[src/rtl/mlc_pkg.sv]
// Shared types, constants and helper functions of the mixing-law layer compaction block.
// Used by the divider, controller, datapath and top level; depends on nothing else.
package mlc_pkg;

    // Divider widths: the widest dividend is a Q.20-shifted 40-bit mass sum.
    localparam int DIV_NUM_W = 64;
    localparam int DIV_DEN_W = 40;
    localparam int DIV_CNT_W = $clog2(DIV_NUM_W);

    localparam int SUM_W = 40;
    localparam int CFG_W = 24;
    localparam int CFG_IDX_W = 3;

    localparam logic [SUM_W-1:0] SUM_MAX = {SUM_W{1'b1}};
    localparam logic [30:0] HEIGHT_MAX = 31'h7FFF_FFFF;
    localparam logic [20:0] DEPTH_LIMIT = 21'd1572864;
    localparam logic signed [26:0] KG_PER_G_CM3 = 27'sd1000;

    // Result status codes.
    localparam logic [1:0] ST_OK = 2'd0;
    localparam logic [1:0] ST_EMPTY = 2'd1;
    localparam logic [1:0] ST_BAD_DENSITY = 2'd2;

    // Configuration register indexes.
    localparam logic [CFG_IDX_W-1:0] CFG_ORG_OFFSET = 3'd0;
    localparam logic [CFG_IDX_W-1:0] CFG_ORG_SLOPE = 3'd1;
    localparam logic [CFG_IDX_W-1:0] CFG_ORG_CURVE = 3'd2;
    localparam logic [CFG_IDX_W-1:0] CFG_ORG_FLOOR = 3'd3;
    localparam logic [CFG_IDX_W-1:0] CFG_MIN_OFFSET = 3'd4;
    localparam logic [CFG_IDX_W-1:0] CFG_MIN_SLOPE = 3'd5;
    localparam logic [CFG_IDX_W-1:0] CFG_MIN_CURVE = 3'd6;
    localparam logic [CFG_IDX_W-1:0] CFG_MIN_FLOOR = 3'd7;

    // Controller states.
    typedef enum logic [4:0] {
        S_IDLE,
        S_CHECK,
        S_SOLID,
        S_SOLID_WAIT,
        S_ACCUM,
        S_END,
        S_DEPTH,
        S_MUL_DD,
        S_MUL_A1,
        S_MUL_A2,
        S_K1,
        S_MUL_B2,
        S_K2,
        S_DIV1,
        S_DIV1_WAIT,
        S_TERM1,
        S_DIV2,
        S_DIV2_WAIT,
        S_TERM2,
        S_EMPTY,
        S_ERROR,
        S_POR,
        S_POR_WAIT,
        S_POR_SAVE,
        S_FINISH
    } state_t;

    // Datapath commands issued by the controller.
    typedef enum logic [4:0] {
        CMD_NONE,
        CMD_LOAD,
        CMD_SOLID_START,
        CMD_ACCUM,
        CMD_DEPTH,
        CMD_MUL_DD,
        CMD_MUL_A1,
        CMD_MUL_A2,
        CMD_K1,
        CMD_MUL_B2,
        CMD_K2,
        CMD_DIV1_START,
        CMD_TERM1,
        CMD_DIV2_START,
        CMD_TERM2,
        CMD_EMPTY,
        CMD_ERROR,
        CMD_POR_START,
        CMD_POR_SAVE,
        CMD_FINISH
    } cmd_t;

    // Status returned from the datapath to the controller.
    typedef struct packed {
        logic use_entry;
        logic last;
        logic err;
        logic empty;
        logic div_done;
        logic out_busy;
    } dp_status_t;

    // Round a Q.20 product back to Q.0 scale: nearest, ties away from zero.
    function automatic logic signed [34:0] rnd20(input logic signed [53:0] x);
        logic [53:0] mag;
        logic [33:0] r;
        begin
            mag = x[53] ? 54'(-x) : 54'(x);
            r = 34'((mag + 54'd524288) >> 20);
            rnd20 = x[53] ? -$signed({1'b0, r}) : $signed({1'b0, r});
        end
    endfunction

    // Saturate a 34-bit signed value to the signed 32-bit range.
    function automatic logic signed [31:0] sat32(input logic signed [33:0] v);
        begin
            if (v > 34'sd2147483647)
                sat32 = 32'sh7FFF_FFFF;
            else if (v < -34'sd2147483648)
                sat32 = 32'sh8000_0000;
            else
                sat32 = v[31:0];
        end
    endfunction

endpackage

[src/rtl/mlc_ctrl.sv]
// Controller state machine: sequences accumulation and layer-end steps.
// Depends on mlc_pkg for the state, command and status types.
module mlc_ctrl
    import mlc_pkg::*;
(
    input  logic       clk,
    input  logic       rst_n,
    input  logic       in_valid,
    output logic       in_stall,
    input  dp_status_t st,
    output cmd_t       cmd
);

    state_t state_reg, state_next;

    // State register.
    always_ff @(posedge clk or negedge rst_n)
    begin
        if (!rst_n)
            state_reg <= S_IDLE;
        else
            state_reg <= state_next;
    end

    // Next state and command.
    always_comb
    begin
        state_next = state_reg;
        cmd = CMD_NONE;
        in_stall = 1'b1;
        case (state_reg)
            S_IDLE:
            begin
                in_stall = 1'b0;
                if (in_valid)
                begin
                    cmd = CMD_LOAD;
                    state_next = S_CHECK;
                end
            end
            S_CHECK:
            begin
                if (st.use_entry)
                    state_next = S_SOLID;
                else if (st.last)
                    state_next = S_END;
                else
                    state_next = S_IDLE;
            end
            S_SOLID:
            begin
                cmd = CMD_SOLID_START;
                state_next = S_SOLID_WAIT;
            end
            S_SOLID_WAIT:
            begin
                if (st.div_done)
                    state_next = S_ACCUM;
            end
            S_ACCUM:
            begin
                cmd = CMD_ACCUM;
                state_next = st.last ? S_END : S_IDLE;
            end
            S_END:
            begin
                if (st.err)
                    state_next = S_ERROR;
                else if (st.empty)
                    state_next = S_EMPTY;
                else
                    state_next = S_DEPTH;
            end
            S_DEPTH:
            begin
                cmd = CMD_DEPTH;
                state_next = S_MUL_DD;
            end
            S_MUL_DD:
            begin
                cmd = CMD_MUL_DD;
                state_next = S_MUL_A1;
            end
            S_MUL_A1:
            begin
                cmd = CMD_MUL_A1;
                state_next = S_MUL_A2;
            end
            S_MUL_A2:
            begin
                cmd = CMD_MUL_A2;
                state_next = S_K1;
            end
            S_K1:
            begin
                cmd = CMD_K1;
                state_next = S_MUL_B2;
            end
            S_MUL_B2:
            begin
                cmd = CMD_MUL_B2;
                state_next = S_K2;
            end
            S_K2:
            begin
                cmd = CMD_K2;
                state_next = S_DIV1;
            end
            S_DIV1:
            begin
                cmd = CMD_DIV1_START;
                state_next = S_DIV1_WAIT;
            end
            S_DIV1_WAIT:
            begin
                if (st.div_done)
                    state_next = S_TERM1;
            end
            S_TERM1:
            begin
                cmd = CMD_TERM1;
                state_next = S_DIV2;
            end
            S_DIV2:
            begin
                cmd = CMD_DIV2_START;
                state_next = S_DIV2_WAIT;
            end
            S_DIV2_WAIT:
            begin
                if (st.div_done)
                    state_next = S_TERM2;
            end
            S_TERM2:
            begin
                cmd = CMD_TERM2;
                state_next = S_POR;
            end
            S_EMPTY:
            begin
                cmd = CMD_EMPTY;
                state_next = S_POR;
            end
            S_ERROR:
            begin
                cmd = CMD_ERROR;
                state_next = S_FINISH;
            end
            S_POR:
            begin
                cmd = CMD_POR_START;
                state_next = S_POR_WAIT;
            end
            S_POR_WAIT:
            begin
                if (st.div_done)
                    state_next = S_POR_SAVE;
            end
            S_POR_SAVE:
            begin
                cmd = CMD_POR_SAVE;
                state_next = S_FINISH;
            end
            S_FINISH:
            begin
                // Wait until the output register is free.
                if (!st.out_busy)
                begin
                    cmd = CMD_FINISH;
                    state_next = S_IDLE;
                end
            end
            default:
            begin
                state_next = S_IDLE;
            end
        endcase
    end

endmodule

[config.mk]
export PLATFORM = sky130hd
export DESIGN_NAME = mlc_ctrl
export DESIGN_NICKNAME = d
export VERILOG_FILES = /design/src/rtl/mlc_pkg.sv /design/src/rtl/mlc_ctrl.sv
export SDC_FILE = /design/constraint.sdc
export NUM_CORES = 1
export LEC_CHECK = 0
export CAP_MARGIN = 20
export CORE_ASPECT_RATIO = 0.8
export CORE_MARGIN = 2
export CORE_UTILIZATION = 30
export CTS_BUF_LIST = sky130_fd_sc_hd__clkbuf_8
export DETAILED_ROUTE_END_ITERATION = 7
export DONT_BUFFER_PORTS = 1
export PLACE_DENSITY = 0.42
export SLEW_MARGIN = 20
export SYNTH_ARGS = -nofsm -noshare
export SYNTH_HDL_FRONTEND = slang
export SYNTH_SLANG_ARGS = --single-unit
[constraint.sdc]
create_clock -name clk -period 1.8 [get_ports clk]
set_input_delay 0.18 -clock clk [delete_from_list [all_inputs] [get_ports clk]]
set_output_delay 0.18 -clock clk [all_outputs]
set_load 0.1 [all_outputs]
Word-level counts from Yosys, hierarchy flattened
Cells that the tools add are included.
{"block": "op_classes", "reduce_logical": 4, "eq_ne": 30, "n_mux": 15}
{"operator": "$pmux W5 S23", "count": 1}
{"operator": "$pmux W5 S19", "count": 1}
{"operator": "$eq A5 B5 Y1 const B", "count": 9}
{"operator": "$mux W5", "count": 9}
{"operator": "$eq A5 B4 Y1 const B", "count": 8}
{"operator": "$eq A5 B3 Y1 const B", "count": 4}
{"operator": "$ne A2 B2 Y1 const B", "count": 6}
{"operator": "$eq A5 B2 Y1 const B", "count": 2}
{"operator": "$mux W3", "count": 2}
{"operator": "$reduce_and A6 Y1", "count": 1}
{"operator": "$eq A5 B1 Y1 const B", "count": 1}
{"operator": "$logic_not A5 Y1", "count": 1}
{"operator": "$reduce_or A2 Y1", "count": 2}
{"operator": "$mux W1", "count": 2}
{"block": "totals", "output_inout_bits": 6, "register_bits": 5, "word_cells": 50, "input_bits": 9}

Logic depth before layout (Yosys ltp)
Gate-level depths: netlist (run 1).
{"block": "logic_depth", "depth_word": 3, "mapped_depth": 6, "mapped_depth_nobuf": 4}

Worst setup path after synthesis (run 1)
No wires, ideal clock.
{"block": "synth_path", "path_kind": "register to output", "start": "register state_reg[2]", "end": "output cmd[2]", "stages_incl_launch_ff": 5, "path_slack_ns": -1.780, "n_path_buf": 2, "required_ns": 1.620, "arrival_ns": 3.400, "path_cell_list": "dfrtp_1 > buf_2 > buf_1 > nand2_1 > o32ai_1"}
{"block": "synth_via", "elab_chain_cells": 2, "elab_cells_between_ends": 20, "cone_classes": "18 x eq/ne; 1 x mux; 1 x reduce/logical"}
{"item": "start, declared", "line": "mlc_ctrl.sv:14", "text": "state_t state_reg, state_next;"}
{"item": "start signal, assigned", "line": "mlc_ctrl.sv:22", "text": "state_reg <= state_next;"}
{"item": "$eq A5 B5 Y1, or another cell as far along", "line": "mlc_ctrl.sv:31", "text": "case (state_reg)"}
{"item": "$pmux W5 S19 (*)", "line": "mlc_ctrl.sv:31"}
{"item": "end, declared", "line": "mlc_ctrl.sv:11", "text": "output cmd_t cmd"}
Mark *: on every way between the ends. The rest lies on a longest branch, timed or not.

Worst setup path in the final report (run 1)
{"block": "layout_path", "start": "register state_reg[0]", "end": "output cmd[3]"}
Same word-level chain as after synthesis.

==> results of run 1 <==
[worst max path at each step]
stage	start	endpoint	slack [ps]	cells past startpoint
5_1_grt	state_reg[3]$_DFFE_PN0P_	cmd[0]	-40	6
6_report	state_reg[0]$_DFFE_PN0P_	cmd[3]	40	5
2_1_floorplan	state_reg[4]$_DFFE_PN0P_	cmd[2]	-20	3
4_1_cts	state_reg[4]$_DFFE_PN0P_	cmd[0]	4	6
3_3_place_gp	state_reg[3]$_DFFE_PN0P_	state_reg[4]$_DFFE_PN0P_	110	4
3_5_place_dp	state_reg[4]$_DFFE_PN0P_	state_reg[4]$_DFFE_PN0P_	70	4
[layout make-up]
| cell class | count | area, sq um | area share |
|---|---|---|---|
| inverter | 3 | 11.3 | 0.00881 |
| clock inverter | 1 | 3.75 | 0.00294 |
| sequential | 5 | 131 | 0.103 |
| timing repair buffer | 33 | 323 | 0.252 |
| multi-input combinational | 82 | 723 | 0.566 |
| tap | 36 | 45.0 | 0.0352 |
| clock buffer | 3 | 41.3 | 0.0323 |
[synthesized netlist by cell type, drive strengths merged]
library cell and number:
a21boi 1, a21o 2, a21oi 8, a22oi 3, a311o 1, a31oi 6, a32o 1, a41oi 1
and2 1, and3 1, and3b 1, buf 6, clkbuf 4, dfrtp 5, inv 3, mux2 2
mux2i 1, nand2 4, nand2b 3, nand3 3, nand3b 1, nand4b 2, nand4bb 2, nor2 5
nor2b 7, nor3 1, nor3b 4, nor4bb 1, o211ai 1, o21a 3, o21ai 7, o221ai 1
o22ai 1, o31a 1, o32ai 3, or2 1, xnor2 2
[timing repair]
action	4_1_cts	5_1_grt
resized for setup	12	16
setup buffers	11	3
pin swaps	1	7
setup endpoints to repair	5	8
hold buffers	1	0
endpoints found under the hold margin	5	0
[kinds of logic (layout without fill, tap and decap cells)]
family,count (synthesis),after routing,synth area share
buffers and inverters,13,40,0.0865
multiplexers,3,3,0.0522
flip-flops,5,5,0.163
AO/OA/AOI/OAI,40,40,0.347
AND/OR/NAND/NOR,37,37,0.328
XOR/XNOR,2,2,0.0228
[critical path: cells and delay by family (launching register included)]
family	cells	cell delay, ps
buf+inv	2	390
flops	1	390
simple gates	2	260
compound gates	1	300
[metal layers]
metal	vias to the layer above	wire length, microns	share of wire	track usage
met4	0	19	0.0077	0.0543
met5	-	0	0	0
met2	24	1170	0.47	0.277
met3	2	151	0.061	0.0451
li1	437	-	-	-
met1	438	1140	0.46	0.251
[placed cells by master (no fill, tap or decap), types with 3 or more instances in the layout]
master	Yosys	routed
a21oi_1	8	5
a31oi_1	6	6
a21oi_2	0	3
nor2_1	5	3
buf_4	0	22
o21ai_0	7	5
nor2b_1	7	5
a22oi_1	3	3
clkbuf_8	0	3
inv_1	3	4
buf_6	2	6
nand3_1	3	3
dfrtp_2	0	5
buf_12	0	4
[metrics by stage]
step                cells  TNS (ps)
finish                163         0
global route          163     -99.4
CTS                   161         0
detailed placement    145         0
global placement      145         0
floorplan             100     -32.4
==> run summary, run 1 <==
Outcome: finished clean
Antenna Cells: 0
Max Fclk: 570 MHz
Crit share post-route: 0.975
Worst-case hold slack: 258 ps
Slew margin rel.: 0.796
Layout area overhead: 66.7%
Maximum buffer depth of the clock tree: 2
Clock skew: 1.88 ps
RSZ-0062 raised after global routing: yes
Post-synth top area share: 0.163
First-pass GRT wire length: 4.08 mm
WL final: 2.48 mm
Share of layout cells above drive strength 1: 0.520
Worst slack, placed: 65.9 ps
Pin count of the biggest net entering global routing: 16
Syn. warnings: 0
Die W: 60.5 microns
Util after Layout: 0.524
Slowest cell on crit path: dfrtp_2
Input/output buffers: 0
Largest area contributor in the netlist: dfrtp_1
CP Class: flip-flop to output pin
CP Capture Type: output pin
Worst path required time: 1620 ps
Io pins: 15
Post-route DRC: 0
Worst-path maximum fanout: 9
CTS Sinks: 5
Reg2Reg Depth: 5
Total CTS buffers: 3
Post-synthesis sequential area ratio: 0.163
Drt initial violations: 40
Initial antenna violation count: 0
Clk root buf: clkbuf_8
Post-route ant nets: 0
Initial Util: 0.314
DR WL/cell: 15.2 microns
Core area: 0.00244 sq mm
Placed cell area: 0.00102 sq mm
Final Critical Period: 1760 ps
GP Congestion: 0.795
Synth unique cells: 40
Vias in the first global route: 876
Worst-Margin Slew: 307 ps
DP HPWL: 1.70 mm
R2R setup slack: 70 ps
Critical R2R Launch: state_reg[2]$_DFFE_PN0P_
RR Endpoint: state_reg[4]$_DFFE_PN0P_
Final setup violation count: 0
Full die area: 0.00298 sq mm
Largest cells by area after synthesis: dfrtp_1 16%, nor2b_1 5.7%, a21oi_1 5.2%
Max stage delay on crit path: 390 ps
Worst setup margin: 44.4 ps
Row count: 16
Tot GR Track Use: 0.182
CP Launch Type: flip-flop
Synthesized flop and latch total: 5
Final Max Tran Viols: 0
Post-Syn Nets: 109
TritonRoute pass-1 iters: 4
CP Cell Sequence: buf_4, nand2b_4, nand2_2, o32ai_4, buf_12
Max H-tree Level: 1
NumNets Final: 137
Die Span Y: 49.2 microns
Reg clk slew, reported paths: 40 ps
Area of the mapped netlist: 767 sq um
Clock Latency Late Sink: 220 ps
Max-cap violations: 0
Syn Area/Cell: 7.67 sq um
Syn Inst Count: 100
Vias per cell: 5.53
TritonCTS clock tree: yes
CP arrival: 1580 ps
FILL cells: 239
Overflow left after global routing: 0
Finished layout cell area: 0.00128 sq mm
Largest register FFs: 5
Fin. Hold Viols: 0
Worst Hold Class: primary input to async pin
Vias: 901
Power of run 1 is not shown: default switching activity piles up to over one toggle a cycle in this logic, so the estimate is an artifact.
==> run 2: changes to the inputs <==
CORE_UTILIZATION = 40   (was 30)
PLACE_DENSITY = 0.53   (was 0.42)
==> run 2 against run 1 <==
Effect of this change: global-route usage rose by 4.7 points; sequential share of layout area rose by 0.45 points; fmax down 1.7%; routed wire length rose by 1.0%; critical endpoint is now cmd[0].
==> run summary, run 2 (synthesized netlist as in run 1, its figures left out) <==
Post-route DRC: 0 (unchanged)
Input/output buffers: 0 (unchanged)
Maximum buffer depth of the clock tree: 2 (unchanged)
Fin. Hold Viols: 0 (unchanged)
Most frequent cells in the layout: 19 x buf_4, 6 x a31oi_1, 6 x buf_12 (was 22 x buf_4, 6 x a31oi_1, 6 x buf_6)
Worst path required time: 1620 ps (about the same)
Clk root buf: clkbuf_8 (unchanged)
Tot GR Track Use: 0.229 (was 0.182)
CP Launch Type: flip-flop (unchanged)
Overflow left after global routing: 0 (unchanged)
DP HPWL: 1.66 mm (was 1.70 mm)
Sequential cell area: 131 sq um (unchanged)
CP arrival: 1610 ps (was 1580 ps)
Reg clk slew, reported paths: 40 ps (about the same)
Clock Latency Late Sink: 230 ps (was 220 ps)
Slew margin rel.: 0.800 (was 0.796)
Worst slack, placed: 47.9 ps (was 65.9 ps)
Multi-input combinational cell area: 712 sq um (was 723 sq um)
Worst-Margin Slew: 300 ps (was 307 ps)
Antenna Cells: 0 (unchanged)
Worst Hold Class: primary input to async pin (unchanged)
Core area: 0.00184 sq mm (was 0.00244 sq mm)
Drt initial violations: 17 (was 40)
Worst-path maximum fanout: 5 (was 9)
Worst setup margin: 14.8 ps (was 44.4 ps)
Final setup violation count: 0 (unchanged)
Clock skew: 1.95 ps (was 1.88 ps)
Die W: 53.0 microns (was 60.5 microns)
DR WL/cell: 17.2 microns (was 15.2 microns)
Post-route ant nets: 0 (unchanged)
RSZ-0062 raised after global routing: yes (unchanged)
Die Span Y: 43.2 microns (was 49.2 microns)
Initial antenna violation count: 0 (unchanged)
Vias per cell: 6.16 (was 5.53)
Largest register FFs: 5 (unchanged)
Max Fclk: 560 MHz (was 570 MHz)
Most common cell after layout, fill and taps aside: buf_4 (unchanged)
Layout area overhead: 59.7% (was 66.7%)
Final Critical Period: 1790 ps (was 1760 ps)
Outcome: finished clean (unchanged)
First-pass GRT wire length: 3.75 mm (was 4.08 mm)
Max-cap violations: 0 (unchanged)
Full die area: 0.00229 sq mm (was 0.00298 sq mm)
NumNets Final: 132 (was 137)
CTS Sinks: 5 (unchanged)
Vias in the first global route: 780 (was 876)
Share of layout cells above drive strength 1: 0.492 (was 0.520)
TritonRoute pass-1 iters: 4 (unchanged)
Initial Util: 0.417 (was 0.314)
CP Capture Type: output pin (unchanged)
Reg2Reg Depth: 5 (unchanged)
Final Max Tran Viols: 0 (unchanged)
FILL cells: 159 (was 239)
WL final: 2.51 mm (was 2.48 mm)
Pin count of the biggest net entering global routing: 16 (unchanged)
Max H-tree Level: 1 (unchanged)
GP Congestion: 0.908 (was 0.795)
Vias: 900 (was 901)
Total CTS buffers: 3 (unchanged)
CP Class: flip-flop to output pin (unchanged)
Crit share post-route: 0.992 (was 0.975)
Io pins: 15 (unchanged)
Row count: 14 (was 16)
TritonCTS clock tree: yes (unchanged)
==> run 2: cell count changes in the layout (fill, tap and decap cells not counted), sizes merged <==
cell	before	now
buf	32	27
==> run 2: final timing paths <==
path                                          start                  endpoint  slack [ps]
max reg2reg                state_reg[4]$_DFFE_PN0P_  state_reg[4]$_DFFE_PN0P_          70
min                                           rst_n  state_reg[2]$_DFFE_PN0P_         240
max                        state_reg[3]$_DFFE_PN0P_                    cmd[0]          10
max in group asynchronous                     rst_n  state_reg[3]$_DFFE_PN0P_        1340
min in group clk                              st[4]  state_reg[2]$_DFFE_PN0P_         270
min reg2reg                state_reg[0]$_DFFE_PN0P_  state_reg[0]$_DFFE_PN0P_         780
==> run 2: cell type report <==
cell class	count	share of cell area
multi-input combinational	82	0.581
timing repair buffer	28	0.241
sequential	5	0.107
clock buffer	3	0.0337
tap	24	0.0245
inverter	3	0.00919
clock inverter	1	0.00306
==> run 2: worst max-delay path: stages, from the launching register on <==
cell	delay, ps
dfrtp_2	440
buf_4	170
nor3b_2	160
a21oi_1	60
o31a_1	270
o21ai_4	80
buf_12	190
==> run 2: metrics by stage <==
stage                     instance area [sq um]  std cells  TNS (ps)  hold slack, ps  utilization
final                                      1220        146         0             244        0.666
after CTS                                  1120        140         0             246        0.610
after detailed placement                   1010        132         0            -116        0.551
after global placement                     1010        132         0            -116        0.551
after global routing                       1220        146     -78.7             265        0.666
after floorplan                             897        100     -32.4            -116            -
==> run 2: layer usage <==
metal / track usage / vias to the layer above / wire, microns
li1: - / 432 / -
met1: 0.294 / 432 / 1060
met2: 0.370 / 31 / 1280
met3: 0.0493 / 5 / 136
met4: 0.0872 / 0 / 28
met5: 0 / - / 0
==> run 2: what timing repair did <==
action | in CTS | in global routing
hold endpoints to repair | 5 | 0
pin swaps | 0 | 3
resized for setup | 12 | 15
setup endpoints to repair | 5 | 7
hold buffers | 1 | 0
setup buffers | 3 | 6
Power of run 2 is left out for the same reason.
==> run 3: changes to the inputs <==
REMOVE_ABC_BUFFERS = 1   (was default)
==> run 3 against run 2 <==
Effect of this change: the run now ends with negative setup slack left; core utilization increased by 1.6 points; critical endpoint unchanged; via count decreased by 0.78%; final area increased by 2.3%; critical path depth unchanged; fmax decreased by 3.0%; final cell count increased by 3.4%; register-to-register slack got worse by 20 ps; non-clock buffer count increased by 5; hold slack got worse by 0.96 ps; clock skew decreased by 1.4 ps.
==> run summary, run 3 (synthesized netlist as in run 1, its figures left out) <==
Failing checks: negative setup slack
R2R setup slack: 50 ps (was 70 ps)
Crit share post-route: 1.02 (was 0.992)
Total CTS buffers: 3 (unchanged)
Top Layer Used: met4 (unchanged)
Wire length on met1: 1.14 mm (was 1.06 mm)
Antenna Cells: 0 (unchanged)
Worst setup margin: -39.6 ps (was 14.8 ps)
CTS Sinks: 5 (unchanged)
Row count: 14 (unchanged)
WL met3: 109 microns (was 136 microns)
Initial antenna violation count: 0 (unchanged)
Max H-tree Level: 1 (unchanged)
Vias per cell: 5.91 (was 6.16)
Clk root buf: clkbuf_8 (unchanged)
NumNets Final: 137 (was 132)
CP Capture Type: output pin (unchanged)
Clock skew: 0.584 ps (was 1.95 ps)
CP arrival: 1660 ps (was 1610 ps)
Worst slack, placed: 8.63 ps (was 47.9 ps)
Max Fclk: 544 MHz (was 560 MHz)
Input/output buffers: 0 (unchanged)
Fin. Hold Viols: 0 (unchanged)
Tot GR Track Use: 0.231 (was 0.229)
Worst path required time: 1620 ps (about the same)
WL final: 2.47 mm (was 2.51 mm)
DP HPWL: 1.59 mm (was 1.66 mm)
Post-route DRC: 0 (unchanged)
Worst Hold Class: primary input to async pin (unchanged)
Sequential cell area: 131 sq um (unchanged)
DR WL/cell: 16.3 microns (was 17.2 microns)
Io pins: 15 (unchanged)
GP Congestion: 0.876 (was 0.908)
FILL cells: 150 (was 159)
TritonCTS clock tree: yes (unchanged)
Critical R2R Launch: state_reg[2]$_DFFE_PN0P_ (was state_reg[4]$_DFFE_PN0P_)
RR Endpoint: state_reg[0]$_DFFE_PN0P_ (was state_reg[4]$_DFFE_PN0P_)
Post-route ant nets: 0 (unchanged)
Finished layout cell area: 0.00125 sq mm (was 0.00122 sq mm)
Die W: 53.0 microns (unchanged)
Max-cap violations: 0 (unchanged)
Most common cell after layout, fill and taps aside: buf_4 (unchanged)
Final Critical Period: 1840 ps (was 1790 ps)
Full die area: 0.00229 sq mm (unchanged)
Worst-Margin Slew: 273 ps (was 300 ps)
Overflow left after global routing: 0 (unchanged)
CP Launch Type: flip-flop (unchanged)
Outcome: finished with violations (was finished clean)
Vias in the first global route: 838 (was 780)
Initial Util: 0.417 (unchanged)
Core area: 0.00184 sq mm (unchanged)
Pin count of the biggest net entering global routing: 21 (was 16)
Die Span Y: 43.2 microns (unchanged)
Drt initial violations: 27 (was 17)
Share of layout cells above drive strength 1: 0.472 (was 0.492)
Maximum buffer depth of the clock tree: 2 (unchanged)
Vias: 893 (was 900)
Layout area overhead: 63.5% (was 59.7%)
Most frequent cells in the layout: 21 x buf_4, 7 x nor2b_1, 7 x buf_12 (was 19 x buf_4, 6 x a31oi_1, 6 x buf_12)
TritonRoute pass-1 iters: 4 (unchanged)
Placed cell area: 0.00102 sq mm (was 0.00101 sq mm)
Worst-path maximum fanout: 7 (was 5)
CP Class: flip-flop to output pin (unchanged)
Reg clk slew, reported paths: 40 ps (about the same)
Largest register FFs: 5 (unchanged)
Reg2Reg Depth: 5 (unchanged)
Final setup violation count: 2 (was 0)
Final Max Tran Viols: 0 (unchanged)
Multi-input combinational cell area: 683 sq um (was 712 sq um)
Slew margin rel.: 0.818 (was 0.800)
RSZ-0062 raised after global routing: yes (unchanged)
Clock Latency Late Sink: 230 ps (about the same)
Met2 routed WL: 1.18 mm (was 1.28 mm)
First-pass GRT wire length: 3.89 mm (was 3.75 mm)
==> run 3: changes by cell type in the layout (fill, tap and decap cells not counted), moves of 2 or more <==
cell / change
nor2b_1: +2
buf_6: +2
nor2b_2: -2
buf_4: +2
==> run 3: worst max-delay path by stage <==
stage | startpoint | endpoint | slack (ps)
after CTS | state_reg[1]$_DFFE_PN0P_ | cmd[0] | -20
after floorplan | state_reg[0]$_DFFE_PN0P_ | cmd[3] | -1610
after global placement | state_reg[2]$_DFFE_PN0P_ | cmd[0] | 50
after detailed placement | state_reg[2]$_DFFE_PN0P_ | cmd[0] | 9
after global routing | state_reg[1]$_DFFE_PN0P_ | cmd[0] | -90
final | state_reg[1]$_DFFE_PN0P_ | cmd[0] | -40
==> run 3: layout make-up <==
type | instances | area share
repair buffers | 33 | 0.281
clock inverters | 1 | 0.00299
well taps | 24 | 0.0240
flip-flops and latches | 5 | 0.105
clock buffers | 3 | 0.0329
multi-input cells | 82 | 0.545
inverters | 3 | 0.00898
==> run 3: timing repair <==
action,4_1_cts,5_1_grt
pin swaps,0,7
hold buffers,1,0
endpoints found under the hold margin,5,0
setup buffers,3,7
setup endpoints to repair,5,7
resized for setup,15,13
==> run 3: layer usage <==
layer	track usage	vias to the layer above
met5	0	-
met2	0.360	23
met3	0.0563	4
met1	0.313	431
met4	0.0667	0
li1	-	435
==> run 3: metrics by stage <==
stage | setup TNS, ps | utilization | hold WS [ps] | std cells
6_report | -55.7 | 0.682 | 243 | 151
5_1_grt | -219 | 0.682 | 262 | 151
4_1_cts | -18.2 | 0.624 | 246 | 144
3_5_place_dp | 0 | 0.556 | -116 | 136
3_3_place_gp | 0 | 0.556 | -116 | 136
2_1_floorplan | -5530 | - | -116 | 90
==> run 3: worst max-delay path, stage by stage (launching register included) <==
cell and delay, ps:
dfrtp_2 450, buf_4 190, nor3_4 220, nand3_1 130, o31a_1 140, o21ai_2 90, buf_12 190
Power of run 3 is left out for the same reason.
